## src/bmdq_pkg.sv

```systemverilog
// ----------------------------------------------------------------------------
// bmdq_pkg: shared types and constants for the battery mode dwell qualifier
// Beat payload structs, mode, class and recalibration codes, register map.
// ----------------------------------------------------------------------------
package bmdq_pkg;

  // Battery mode codes
  localparam logic [1:0] MODE_INIT        = 2'd0;
  localparam logic [1:0] MODE_WAIT        = 2'd1;
  localparam logic [1:0] MODE_CHARGING    = 2'd2;
  localparam logic [1:0] MODE_DISCHARGING = 2'd3;

  // Current class codes (also index of the class timer)
  localparam logic [1:0] CLS_REST      = 2'd0;
  localparam logic [1:0] CLS_CHARGE    = 2'd1;
  localparam logic [1:0] CLS_DISCHARGE = 2'd2;
  localparam int         NUM_CLS       = 3;

  // Recalibration source codes
  localparam logic [2:0] RECAL_NONE        = 3'd0;
  localparam logic [2:0] RECAL_HIGH_CELL   = 3'd1;
  localparam logic [2:0] RECAL_LOW_CELL    = 3'd2;
  localparam logic [2:0] RECAL_CHG_TABLE   = 3'd3;
  localparam logic [2:0] RECAL_DSG_TABLE   = 3'd4;
  localparam logic [2:0] RECAL_CUR_TABLE   = 3'd5;

  // Configuration port
  localparam int         CFG_ADDR_W = 8;
  localparam int         CFG_DATA_W = 32;
  localparam logic [CFG_ADDR_W-1:0] REG_REST_LIMIT   = 8'd0;
  localparam logic [CFG_ADDR_W-1:0] REG_ACTIVE_DWELL = 8'd1;
  localparam logic [CFG_ADDR_W-1:0] REG_REST_DWELL   = 8'd2;
  localparam logic [CFG_ADDR_W-1:0] REG_SPREAD_THR   = 8'd3;

  // Register reset values
  localparam logic [14:0] RST_REST_LIMIT   = 15'd1000;
  localparam logic [31:0] RST_ACTIVE_DWELL = 32'd10000;
  localparam logic [31:0] RST_REST_DWELL   = 32'd300000;
  localparam logic [15:0] RST_SPREAD_THR   = 16'd120;

  typedef struct packed {
    logic signed [15:0] pack_current;
    logic        [31:0] now_ticks;
    logic        [15:0] cell_spread_mv;
  } in_t;

  typedef struct packed {
    logic [1:0] battery_mode;
    logic [1:0] previous_mode;
    logic       mode_changed;
    logic [2:0] recal_source;
  } out_t;

  typedef struct packed {
    logic [14:0] rest_current_limit;
    logic [31:0] active_dwell_ticks;
    logic [31:0] rest_dwell_ticks;
    logic [15:0] spread_threshold_mv;
  } cfg_t;

endpackage

```

## src/bmdq_cfg_regs.sv

```systemverilog
// ----------------------------------------------------------------------------
// bmdq_cfg_regs: configuration register file
// Four writable registers; writes to unmapped indexes are dropped.
// ----------------------------------------------------------------------------
module bmdq_cfg_regs import bmdq_pkg::*; (
  input  logic                  clk,
  input  logic                  rst_n,
  input  logic                  cfg_valid,
  input  logic [CFG_ADDR_W-1:0] cfg_addr,
  input  logic [CFG_DATA_W-1:0] cfg_data,
  output cfg_t                  cfg
);

  cfg_t cfg_r;
  cfg_t cfg_nxt;

  // Decode the write beat
  always_comb begin
    cfg_nxt = cfg_r;
    if (cfg_valid) begin
      unique case (cfg_addr)
        REG_REST_LIMIT:   cfg_nxt.rest_current_limit  = cfg_data[14:0];
        REG_ACTIVE_DWELL: cfg_nxt.active_dwell_ticks  = cfg_data;
        REG_REST_DWELL:   cfg_nxt.rest_dwell_ticks    = cfg_data;
        REG_SPREAD_THR:   cfg_nxt.spread_threshold_mv = cfg_data[15:0];
        default:          cfg_nxt = cfg_r;
      endcase
    end
  end

  always_ff @(posedge clk) begin
    if (!rst_n) begin
      cfg_r.rest_current_limit  <= RST_REST_LIMIT;
      cfg_r.active_dwell_ticks  <= RST_ACTIVE_DWELL;
      cfg_r.rest_dwell_ticks    <= RST_REST_DWELL;
      cfg_r.spread_threshold_mv <= RST_SPREAD_THR;
    end else begin
      cfg_r <= cfg_nxt;
    end
  end

  assign cfg = cfg_r;

endmodule

```

## src/bmdq_core.sv

```systemverilog
// ----------------------------------------------------------------------------
// bmdq_core: classification, dwell timers and mode state
// Computes one result per sample and updates the mode state on each beat.
// ----------------------------------------------------------------------------
module bmdq_core import bmdq_pkg::*; (
  input  logic clk,
  input  logic rst_n,
  input  logic fire,
  input  in_t  item,
  input  cfg_t cfg,
  output out_t res
);

  logic [1:0]         mode_r, mode_nxt;
  logic [1:0]         prior_r, prior_nxt;
  logic [NUM_CLS-1:0] armed_r, armed_nxt;
  logic [31:0]        start_r [NUM_CLS];
  logic [31:0]        start_nxt [NUM_CLS];

  logic [1:0]  cls;
  logic [1:0]  target;
  logic [31:0] dwell;
  logic [31:0] sel_start;
  logic [31:0] elapsed;
  logic        changed;
  logic        spread_hi;
  logic [2:0]  recal;

  // Classify the current sample
  always_comb begin
    if (item.pack_current[15]) begin
      cls    = CLS_DISCHARGE;
      target = MODE_DISCHARGING;
      dwell  = cfg.active_dwell_ticks;
    end else if (item.pack_current[14:0] > cfg.rest_current_limit) begin
      cls    = CLS_CHARGE;
      target = MODE_CHARGING;
      dwell  = cfg.active_dwell_ticks;
    end else begin
      cls    = CLS_REST;
      target = MODE_WAIT;
      dwell  = cfg.rest_dwell_ticks;
    end
  end

  // Start time of the active class; elapsed wraps modulo 2^32
  always_comb begin
    unique case (cls)
      CLS_CHARGE:    sel_start = start_r[1];
      CLS_DISCHARGE: sel_start = start_r[2];
      default:       sel_start = start_r[0];
    endcase
  end

  assign elapsed = item.now_ticks - sel_start;

  // Timer and mode update
  always_comb begin
    mode_nxt  = mode_r;
    armed_nxt = armed_r;
    for (int k = 0; k < NUM_CLS; k++) begin
      start_nxt[k] = start_r[k];
    end
    if (mode_r == target) begin
      armed_nxt = '0;
    end else if (!armed_r[cls]) begin
      armed_nxt[cls] = 1'b1;
      for (int k = 0; k < NUM_CLS; k++) begin
        if (cls == k[1:0]) start_nxt[k] = item.now_ticks;
      end
    end else if (elapsed >= dwell) begin
      armed_nxt[cls] = 1'b0;
      mode_nxt       = target;
    end
    changed = (mode_nxt != mode_r);
    if (changed) armed_nxt = '0;
    prior_nxt = changed ? mode_r : prior_r;
  end

  // Recalibration source, only reported in wait mode
  assign spread_hi = (item.cell_spread_mv >= cfg.spread_threshold_mv);

  always_comb begin
    recal = RECAL_NONE;
    if (mode_nxt == MODE_WAIT) begin
      unique case (prior_nxt)
        MODE_CHARGING:    recal = spread_hi ? RECAL_HIGH_CELL : RECAL_CHG_TABLE;
        MODE_DISCHARGING: recal = spread_hi ? RECAL_LOW_CELL : RECAL_DSG_TABLE;
        MODE_INIT:        recal = spread_hi ? RECAL_NONE : RECAL_CUR_TABLE;
        default:          recal = RECAL_NONE;
      endcase
    end
  end

  assign res.battery_mode  = mode_nxt;
  assign res.previous_mode = prior_nxt;
  assign res.mode_changed  = changed;
  assign res.recal_source  = recal;

  // Control state
  always_ff @(posedge clk) begin
    if (!rst_n) begin
      mode_r  <= MODE_INIT;
      prior_r <= MODE_INIT;
      armed_r <= '0;
    end else if (fire) begin
      mode_r  <= mode_nxt;
      prior_r <= prior_nxt;
      armed_r <= armed_nxt;
    end
  end

  // Timer start stamps, qualified by the armed flags
  always_ff @(posedge clk) begin
    if (fire) begin
      for (int k = 0; k < NUM_CLS; k++) begin
        start_r[k] <= start_nxt[k];
      end
    end
  end

  // The timer of the class that matches the current mode is never armed
  a_own_class_idle: assert property (@(posedge clk) disable iff (!rst_n)
    !((mode_r == MODE_WAIT        && armed_r[0]) ||
      (mode_r == MODE_CHARGING    && armed_r[1]) ||
      (mode_r == MODE_DISCHARGING && armed_r[2])))
    else $error("timer armed for the class of the current mode");

  // A mode change leaves every timer disarmed
  a_change_disarms: assert property (@(posedge clk) disable iff (!rst_n)
    fire && changed |=> armed_r == '0)
    else $error("timers still armed after mode change");

  // A change records the old mode as prior
  a_change_prior: assert property (@(posedge clk) disable iff (!rst_n)
    fire && changed |=> prior_r == $past(mode_r) && mode_r != prior_r)
    else $error("prior mode not updated on change");

  // Recal source is reported only in wait mode
  a_recal_wait: assert property (@(posedge clk) disable iff (!rst_n)
    recal != RECAL_NONE |-> mode_nxt == MODE_WAIT)
    else $error("recal source outside wait mode");

endmodule

```

## src/battery_mode_dwell_qualifier.sv

```systemverilog
// ----------------------------------------------------------------------------
// battery_mode_dwell_qualifier: battery mode tracking with dwell qualification
// Input register, single-pass classification and timer logic, result register.
// ----------------------------------------------------------------------------
// One current sample per cycle is accepted while the output is not stalled, and
// each yields exactly one result beat, through the input register and then the
// result register. The rate is set by the mode/timer update in the core: each
// sample reads the state the previous one left, so throughput is one beat per
// clock. The configuration port is always ready; write registers only while the
// block is idle. No clearing pass is needed after reset.
// ----------------------------------------------------------------------------
module battery_mode_dwell_qualifier import bmdq_pkg::*; (
  input  logic                  clk,
  input  logic                  rst_n,
  input  logic                  in_valid,
  output logic                  in_ready,
  input  in_t                   in_data,
  output logic                  out_valid,
  input  logic                  out_ready,
  output out_t                  out_data,
  input  logic                  cfg_valid,
  output logic                  cfg_ready,
  input  logic [CFG_ADDR_W-1:0] cfg_addr,
  input  logic [CFG_DATA_W-1:0] cfg_data
);

  cfg_t cfg;
  out_t res;

  logic s1_valid_r, s1_valid_nxt;
  in_t  s1_data_r;
  logic out_valid_r, out_valid_nxt;
  out_t out_data_r;

  logic advance;
  logic fire;
  logic in_beat;

  assign cfg_ready = 1'b1;

  bmdq_cfg_regs u_cfg (
    .clk       (clk),
    .rst_n     (rst_n),
    .cfg_valid (cfg_valid),
    .cfg_addr  (cfg_addr),
    .cfg_data  (cfg_data),
    .cfg       (cfg)
  );

  // Pipeline flow control
  assign advance  = !out_valid_r || out_ready;
  assign fire     = s1_valid_r && advance;
  assign in_ready = !s1_valid_r || advance;
  assign in_beat  = in_valid && in_ready;

  assign s1_valid_nxt  = in_beat ? 1'b1 : (fire ? 1'b0 : s1_valid_r);
  assign out_valid_nxt = fire ? 1'b1 : (out_ready ? 1'b0 : out_valid_r);

  bmdq_core u_core (
    .clk   (clk),
    .rst_n (rst_n),
    .fire  (fire),
    .item  (s1_data_r),
    .cfg   (cfg),
    .res   (res)
  );

  always_ff @(posedge clk) begin
    if (!rst_n) begin
      s1_valid_r  <= 1'b0;
      out_valid_r <= 1'b0;
    end else begin
      s1_valid_r  <= s1_valid_nxt;
      out_valid_r <= out_valid_nxt;
    end
  end

  // Payload registers
  always_ff @(posedge clk) begin
    if (in_beat) s1_data_r <= in_data;
    if (fire)    out_data_r <= res;
  end

  assign out_valid = out_valid_r;
  assign out_data  = out_data_r;

  // A held result beat is not overwritten while stalled
  a_out_hold: assert property (@(posedge clk) disable iff (!rst_n)
    out_valid_r && !out_ready |=> out_valid_r && $stable(out_data_r))
    else $error("result beat lost under stall");

endmodule

```

## config.mk

```make
export PLATFORM = sky130hd
export DESIGN_NAME = battery_mode_dwell_qualifier
export DESIGN_NICKNAME = d
export VERILOG_FILES = /design/src/bmdq_pkg.sv /design/src/bmdq_cfg_regs.sv /design/src/bmdq_core.sv /design/src/battery_mode_dwell_qualifier.sv
export SDC_FILE = /design/constraint.sdc
export NUM_CORES = 1
export LEC_CHECK = 0
export BUFFER_PORTS_ARGS = -buffer_cell sky130_fd_sc_hd__buf_4
export CAP_MARGIN = 20
export CORE_AREA = 10 10 175 177
export CTS_CLUSTER_DIAMETER = 150
export CTS_CLUSTER_SIZE = 20
export DETAILED_ROUTE_END_ITERATION = 10
export DIE_AREA = 0 0 185 187
export PLACE_DENSITY_LB_ADDON = 0.1
export SLEW_MARGIN = 20
export SYNTH_ARGS = -nofsm -noshare
export SYNTH_HDL_FRONTEND = slang
export SYNTH_HIERARCHICAL = 1
export SYNTH_SLANG_ARGS = --single-unit
```

## constraint.sdc

```tcl
create_clock -name clk -period 7.1 [get_ports clk]
set_input_delay 0.71 -clock clk [delete_from_list [all_inputs] [get_ports clk]]
set_output_delay 0.71 -clock clk [all_outputs]
set_load 0.01 [all_outputs]
```

# Yosys cells after proc, flatten, opt, wreduce, memory -nomap -nowiden
# Memory sizes are Yosys's and may differ from the RTL's.
# Index checks and enable logic that the tools add are counted.
# totals
regBits	176
ram_bits	96
inputBits	109
n_memories	1
# memory_table
memory	words	width	read_ports	rd_clocked_by_memory_dff	wr	line	text
u_core.start_r	3	32	3	0	3	bmdq_core.sv:17	logic [31:0] start_r [NUM_CLS];
# classes
add_sub_neg	1
n_lt_le_gt_ge	5
eq_ne	11
mux	34
n_bitwise	3
n_reduce_logical	17
# ops
cell	n
$mux 96	2
$mux 32	5
$pmux 32 s2	1
$ge 32x32->1	1
$sub 32x32->32	1
$mux 3	6
$eq 8x2->1 const B	2
$ge 16x16->1	1
$mux 2	8
$gt 15x15->1	1
$reduce_and 2->1	5
$mux 1	9
$pmux 3 s3	1
$eq 8x1->1 const B	1
$logic_not 8->1	1
$eq 2x2->1 const B	3
$eq 2x1->1 const B	2
$logic_not 2->1	2
$ne 4x2->1 const B	1
$reduce_bool 2->1	2
$and 3x3->3	1
$logic_and 1x1->1	3
$lt 2x3->1 const B	1
$not 3->3	1
8 further kinds	10

# Logic depth before layout (Yosys ltp)
# Gate-level depths: netlist (run 1).
# logic_depth
word_depth	14
ltp_mapped	31
mapped_depth_nobuf	29

# Cells and area by module
# Netlist (run 1), hierarchy kept.
# modules_own_cells
module	n_inst	cells_each	area_per_inst_um2	seq_area_each_um2
bmdq_core	1	709	7497.2	3022.9
bmdq_cfg_regs	1	361	3672.3	1901.8
battery_mode_dwell_qualifier	1	83	2277.2	2202.1

# Worst setup path before layout (run 1)
# No wires, ideal clock.
# synth_timing
path_kind	register to register
startpoint	register u_cfg.cfg_r, in the netlist u_cfg/cfg[82]
endpoint	register out_data_r, in the netlist out_data[1], data pin
setup_ps	267
t_arrival_ps	5684
required_time_ps	6833
path_slack_ps	1149
path_stages_with_launch	31
path_buffers	2
synth_period_minus_slack_ps	5951
path_cell_list	dfxtp_1 inv_1 ha_1 a21oi_1 a21oi_1 o31a_1 o21ai_1 buf_2 buf_2 mux2i_1 nor2_1 a21oi_1 ha_1 nor2b_1 o21a_1 a311oi_2 o21bai_2 a31oi_4 o21bai_1 a21oi_1 nor3_1 a311o_1 ha_1 nand4_1 a211o_1 a41oi_1 o31ai_2 nor3_4 mux2i_2 xnor2_1 nor3_2
# synth_via
elab_chain_len	14
word_cells_on_any_way	25
cone_classes	add/sub: 1; order compare: 2; eq/ne: 7; mux: 14; reduce/logical: 1
# synth_rtl
item	line	text
from (decl)	bmdq_cfg_regs.sv:14	cfg_t cfg_r;
from (signal assigned)	bmdq_cfg_regs.sv:38	cfg_r <= cfg_nxt;
$gt 15x15->1 *	bmdq_core.sv:35	end else if (item.pack_current[14:0] > cfg.rest_current_limit) begin
$mux 1	bmdq_core.sv:35	
$mux 2	bmdq_core.sv:31	if (item.pack_current[15]) begin
$eq 2x2->1 or $eq 2x1->1 (tied branches)	bmdq_core.sv:48	unique case (cls)
$pmux 32 s2	bmdq_core.sv:48	
$sub 32x32->32	bmdq_core.sv:55	assign elapsed = item.now_ticks - sel_start;
$ge 32x32->1	bmdq_core.sv:71	end else if (elapsed >= dwell) begin
$mux 2	bmdq_core.sv:71	
$mux 2	bmdq_core.sv:66	end else if (!armed_r[cls]) begin
$mux 2 *	bmdq_core.sv:64	if (mode_r == target) begin
$ne 2x2->1 *	bmdq_core.sv:75	changed = (mode_nxt != mode_r);
net u_core.changed	bmdq_core.sv:25	logic changed;
$mux 2 *	bmdq_core.sv:77	prior_nxt = changed ? mode_r : prior_r;
$eq 2x2->1 or $logic_not 2->1 (tied branches)	bmdq_core.sv:86	unique case (prior_nxt)
$pmux 3 s3 *	bmdq_core.sv:86	
to (signal assigned)	battery_mode_dwell_qualifier.sv:81	if (fire) out_data_r <= res;
to (decl)	battery_mode_dwell_qualifier.sv:33	out_t out_data_r;
# The timed path passes the listed nets; every way through them passes the cells marked *. The select of a mux whose other input is x is not followed.
# A chain may end at the register's enable or synchronous reset.

==> results of run 1 <==
## cell families after synthesis
family                     count (synthesis)  synth area share [%]
xor gates and xnor gates                  30                 1.954
other                                      1               0.02789
buffers and inverters                    101                 3.173
adders and majority gates                 95                 8.896
DFF                                      272                 53.00
muxes                                    165                 12.33
AOI/OAI and AO/OA                        190                 9.780
and+or+nand+nor                          299                 10.84
## through the flow
step | hold WS [ps] | utilization, % | std cells
detailed placement | 448.1 | 53.90 | 1593
global route | 345.0 | 56.01 | 1631
CTS | 348.0 | 55.67 | 1623
finish | 374.7 | 56.01 | 1631
floorplan | 434.4 | - | 1153
global placement | 441.5 | 53.90 | 1593
## critical path, delay by kind of cell (launching register included)
kind / cells / cell delay (ps)
compound gates: 16 / 3410
fa+ha+maj: 3 / 910
buf+inv: 4 / 470
flops: 1 / 340
mux: 2 / 580
simple gates: 5 / 630
## state kept, by name (all words and copies together), names as in the netlist
signal          count
u_core/start_r     96
u_cfg/cfg          95
s1_data_r          64
out_data            8
u_core/armed_r      3
u_core/mode_r       2
u_core/prior_r      2
out_valid           1
s1_valid_r          1
## synth_stat cells, types with 4 or more instances
| master | n |
|---|---|
| dfxtp_1 | 104 |
| edfxtp_1 | 168 |
| nand4_1 | 8 |
| xor2_1 | 8 |
| nand2_1 | 131 |
| a211oi_1 | 6 |
| mux2i_1 | 162 |
| nor2_1 | 63 |
| ha_1 | 94 |
| o21ai_0 | 20 |
| inv_1 | 58 |
| buf_2 | 8 |
| and3_1 | 6 |
| xnor2_1 | 22 |
| a21o_1 | 20 |
| o21bai_1 | 5 |
| clkbuf_1 | 25 |
| nor2b_1 | 43 |
| buf_6 | 4 |
| nor3_1 | 7 |
| a21oi_1 | 77 |
| o21a_1 | 9 |
| o21ai_1 | 5 |
| nand3_1 | 11 |
## worst max-delay path by stage
stage,depth (start not counted),slack [ps],start,to
after floorplan,30,1150,u_cfg/cfg[82],out_data[1]
after global placement,31,490,u_cfg/cfg[82],out_data[1]
after detailed placement,28,360,u_cfg/cfg[84],out_data[0]
after CTS,28,310,u_cfg/cfg[84],out_data[0]
after global routing,31,40,u_cfg/cfg[93],out_data[0]
final,30,510,u_cfg/cfg[92],out_data[0]
## metal layers
layer	GRT usage [%]	share of wire, %
met2	28.52	48
met3	2.312	3.5
met4	3.346	1.8
met1	22.53	47
met5	0	0
## power groups by stage
| stage | logic (W) | clock network [W] | registers [W] |
|---|---|---|---|
| 6_report | 0.000541 | 0.000972 | 0.00175 |
| 5_1_grt | 0.000611 | 0.00107 | 0.00175 |
| 4_1_cts | 0.000535 | 0.00102 | 0.00175 |
| 3_5_place_dp | 0.000532 | 0 | 0.00178 |
| 3_3_place_gp | 0.000526 | 0 | 0.00178 |
| 2_1_floorplan | 0.000370 | 0 | 0.00178 |
## timing repair
| action | CTS | global route |
|---|---|---|
| endpoints found under the setup margin | 0 | 10 |
| setup buffers | 0 | 8 |
| resized for setup | 0 | 3 |
## layout make-up
class / instances / area [sq um] / share of cell area [%]
flip-flops and latches: 272 / 7127 / 46.57
repair buffers: 144 / 1094 / 7.145
well taps: 346 / 432.9 / 2.829
clock inverters: 2 / 17.52 / 0.1145
inverters: 59 / 221.5 / 1.447
multi-input cells: 780 / 5946 / 38.85
clock buffers: 28 / 466.7 / 3.049
==> flow_summary_export.csv, run 1 <==
group,metric,value,unit
layout,drive_above_1_share,15.64,%
routing,wl_per_cell,18.02,um
clocking,cts_tree,"yes",
power_and_ir_drop,peakVddDrop,178.9,uV
timing,slew_violations,0,
critical_path,max_stage_delay,400,ps
critical_path,crit_arrival,6830,ps
routing,via_per_inst,5.346,
power_and_ir_drop,p_sw,0.0008361,W
floorplanning,initial_core_util,49.21,%
power_and_ir_drop,p_int,0.002423,W
power_and_ir_drop,p_leak,6.337,nW
routing,num_vias,8720,
floorplanning,io_pins,120,
placed_design,dp_hpwl,20900,um
floorplanning,die_h,187,um
synth,synth_area_leader_cell,"edfxtp_1",
layout,final_common_cell,"edfxtp_1",
synth,synth_top_cell_area_share,37.52,%
power_and_ir_drop,p_seq_share,53.6,%
timing,finalSetupViolCount,0,
critical_path,slowest_stage,"mux2i_1",
layout,n_fill_cell,2369,
placed_design,gp_congestion,0.8135,
synth,synthCells,1153,
synth,synth_area,0.01345,sq mm
synth,synthesis.nets,1357,
power_and_ir_drop,combPwrFrac,16.6,%
floorplanning,dieArea,0.03460,sq mm
layout,antenna_cells,0,
critical_path,critical_path_required,7340,ps
routing,drtPass1Iterations,5,
flow_run,drv_cap,0,
global_route,grt.total_usage,16.88,%
clocking,clockBufferDepth,3,
layout,nets,1478,
global_route,grt_overflow,0,
synth,synth_enable_flop_cells,168,
clocking,numCtsBuffers,17,
routing,drt-total-wl,29400,um
clocking,clock_latency,500,ps
clocking,clockRootBuffer,"clkbuf_16",
synth,synth_seq_cells,272,
critical_path,crit_type,"reg2reg",
synth,async_reset_ff_share,0,%
timing,period_minus_slack,6591,ps
layout,design_area,0.01530,sq mm
hold_path,min_from,"in_data[44]",
synth,synth_area_leaders,"edfxtp_1 (38%), dfxtp_1 (15%), mux2i_1 (12%)",
synth,synth.distinct_cells,83,
global_route,grt_max_degree,82,
timing,rsz0062_at_grt,"false",
placed_design,place_ws,362.7,ps
floorplanning,core_area,0.02732,sq mm
timing,period_share,92.83,%
global_route,grt_pass1_vias,8979,
timing,clock_skew,15.56,ps
power_and_ir_drop,p_total,0.003259,W
layout,syn_to_final_growth,13.82,%
clocking,hold_buffers,0,
clocking,clk_pin_slew,90,ps
hold_path,hold_class,"in2reg",
critical_path,worstSetupStartpointType,"flip-flop",
status,outcome,"finished clean",
power_and_ir_drop,netSwitchingFraction,25.65,%
clocking,h-tree-depth,1,
hold_path,whs_path_depth,1,
synth,synthFlopType,"edfxtp_1",
critical_path,rr_endpoint,"out_data[0]",
critical_path,cp-end-kind,"flip-flop",
critical_path,r2r_start,"u_cfg/cfg[92]",
placed_design,placed_area,0.01473,sq mm
timing,tns,0,ps
critical_path,reg2reg_slack,510,ps
timing,max_freq,151.7,MHz
synth,synth_warnings,6,
timing,slew_headroom,51.63,%
hold_path,min_to,"s1_data_r[44]",
critical_path,r2r_cells,30,
routing,drt_iter0_drc,405,
timing,worst_slack,509.0,ps
critical_path,crit_path_max_fanout,10,
timing,hold_viol,0,
floorplanning,row_count,61,
synth,avgSynthCellArea,11.66,sq um
floorplanning,die_w,185,um
global_route,antenna_found_initial,0,
routing,drc,0,
layout,most-common-layout-cells,"edfxtp_1 (168), mux2i_1 (162), buf_4 (143), nand2_1 (130), dfxtp_1 (104)",
timing,worstMarginPinSlew,725.6,ps
global_route,grt_pass1_wl,47550,um
clocking,cts.sinks,272,
placed_design,port-buffer-count,118,
synth,ys_seq_area_share,53.00,%
power_and_ir_drop,power.density,212.9,mW/mm^2
routing,ant_nets,0,
power_and_ir_drop,pwr-share-clk,29.8,%
Power figures use the tool's default switching activity.
==> run 2, diff against run 1 <==
--- a/config.mk
+++ b/config.mk
@@ -7,11 +7,11 @@
 export LEC_CHECK = 0
 export BUFFER_PORTS_ARGS = -buffer_cell sky130_fd_sc_hd__buf_4
 export CAP_MARGIN = 20
-export CORE_AREA = 10 10 175 177
+export CORE_AREA = 2 2 153 155
 export CTS_CLUSTER_DIAMETER = 150
 export CTS_CLUSTER_SIZE = 20
 export DETAILED_ROUTE_END_ITERATION = 10
-export DIE_AREA = 0 0 185 187
+export DIE_AREA = 0 0 155 157
 export PLACE_DENSITY_LB_ADDON = 0.1
 export SLEW_MARGIN = 20
 export SYNTH_ARGS = -nofsm -noshare
==> flow_summary_export.csv, run 2 (synthesis gave the netlist of run 1 again) <==
group,metric,value,unit
status,outcome,"finished clean",
clocking,hold_buffers,0,
clocking,clockRootBuffer,"clkbuf_16",
placed_design,gp_congestion,0.8633,
flow_run,drv_cap,0,
placed_design,placed_cells,1531,
power_and_ir_drop,p_seq_share,54.0,%
critical_path,cp-end-kind,"flip-flop",
floorplanning,row_count,55,
layout,drive_above_1_share,15.46,%
critical_path,critical_path_required,7340,ps
power_and_ir_drop,power.density,212.8,mW/mm^2
routing,drc,0,
layout,most-common-layout-cells,"edfxtp_1 (168), mux2i_1 (161), buf_4 (140), nand2_1 (130), dfxtp_1 (104)",
critical_path,worstSetupStartpointType,"flip-flop",
hold_path,hold_class,"in2reg",
timing,rsz0062_at_grt,"false",
global_route,grt_pass1_vias,8752,
timing,period_share,93.50,%
hold_path,whs_path_depth,1,
global_route,grt_overflow,0,
routing,drtPass1Iterations,5,
layout,antenna_cells,0,
power_and_ir_drop,p_total,0.003231,W
placed_design,dp_hpwl,19590,um
floorplanning,io_pins,120,
timing,clock_skew,19.93,ps
floorplanning,dieArea,0.02434,sq mm
clocking,clock_latency,500,ps
clocking,numCtsBuffers,17,
floorplanning,core_area,0.02250,sq mm
floorplanning,initial_core_util,59.76,%
timing,tns,0,ps
routing,num_vias,8715,
layout,layout.cells.non_filler,1566,
layout,largest_register,"u_core/start_r",
global_route,antenna_found_initial,0,
critical_path,crit_path_max_fanout,11,
placed_design,port-buffer-count,118,
power_and_ir_drop,pwr-share-clk,29.5,%
power_and_ir_drop,peakVddDrop,223.8,uV
floorplanning,die_h,157,um
clocking,cts_tree,"yes",
critical_path,crit_type,"reg2reg",
clocking,clk_pin_slew,80,ps
timing,worstMarginPinSlew,993.2,ps
timing,timing.hold.ws,379.4,ps
clocking,cts.sinks,272,
floorplanning,die_w,155,um
routing,drt_iter0_drc,492,
timing,finalSetupViolCount,0,
routing,wl_per_cell,17.64,um
critical_path,crit_arrival,6870,ps
power_and_ir_drop,p_sw,0.0008178,W
critical_path,r2r_cells,27,
routing,via_per_inst,5.565,
global_route,grt_max_degree,92,
power_and_ir_drop,netSwitchingFraction,25.31,%
power_and_ir_drop,p_leak,6.305,nW
layout,nets,1475,
routing,drt-total-wl,27620,um
power_and_ir_drop,combPwrFrac,16.4,%
clocking,clockBufferDepth,3,
timing,slew_headroom,33.64,%
timing,hold_viol,0,
clocking,h-tree-depth,1,
layout,largest_reg_flops,96,
timing,period_minus_slack,6639,ps
global_route,grt.total_usage,22.78,%
power_and_ir_drop,p_int,0.002414,W
layout,final_common_cell,"edfxtp_1",
timing,max_freq,150.6,MHz
global_route,grt_pass1_wl,43940,um
routing,ant_nets,0,
layout,syn_to_final_growth,12.94,%
timing,slew_violations,0,
[run 2: cell types whose count changed in the layout (fill, tap and decap cells not counted), sizes merged]
cell | before | now
buf | 144 | 141
inv | 61 | 60
[run 2: metal layers]
layer  up-vias  share of wire [%]  global-route usage [%]
met5         -                  0                       0
met4         0                2.3                   5.732
met3        34                3.4                   2.863
met2       154                 49                   39.83
met1      4119                 46                   30.30
li1       4408                  -                       -
[run 2: timing repair]
item / CTS / global route
gates resized for setup: 0 / 3
setup buffers: 0 / 6
endpoints found under the setup margin: 0 / 9
[run 2: worst max-delay path, stage by stage (launching register included)]
cell and delay (ps):
edfxtp_1 390, ha_1 320, a21o_1 160, a21oi_1 180, o221ai_2 210, o21ai_4 340, buf_4 300, mux2i_1 230
nor2_1 60, a21oi_1 130, ha_1 300, and3_1 220, and2_1 230, a221o_1 360, a31oi_4 240, o21ai_1 110
a21oi_1 270, mux2i_1 220, o2111ai_1 160, ha_1 340, nand4_1 100, a211o_1 250, a41oi_2 260, o31ai_2 160
nor3_4 290, mux2i_2 320, xnor2_1 160, nor3_2 50
[run 2: worst paths after layout]
path | startpoint | to | slack (ps)
hold reg to reg | u_cfg/cfg[20] | u_cfg/cfg[20] | 460
setup reg to reg | s1_data_r[60] | out_data[1] | 460
hold / removal | in_data[28] | s1_data_r[28] | 380
setup / recovery | s1_data_r[60] | out_data[1] | 460
[run 2: cell type report]
cell class	instances	area, sq um
tap	285	356.6
clock buffer	28	466.7
fill	1780	7316
sequential	272	7127
inverter	59	221.5
clock inverter	1	8.758
multi-input combinational	780	5944
timing repair buffer	141	1062
[run 2: power by group through the flow]
stage	Clock, W	Sequential, W	Combinational (W)
2_1_floorplan	0	0.00178	0.000370
3_3_place_gp	0	0.00178	0.000514
3_5_place_dp	0	0.00178	0.000523
4_1_cts	0.000982	0.00175	0.000527
5_1_grt	0.00103	0.00175	0.000597
6_report	0.000954	0.00175	0.000531
[run 2: per-stage QoR]
step,cell area [sq um],utilization (%),setup slack [ps]
finish,15190,67.49,461.2
global route,15190,67.49,56.03
CTS,15120,67.21,174.4
detailed placement,14650,65.09,217.9
global placement,14640,65.04,346.8
floorplan,13450,-,1149
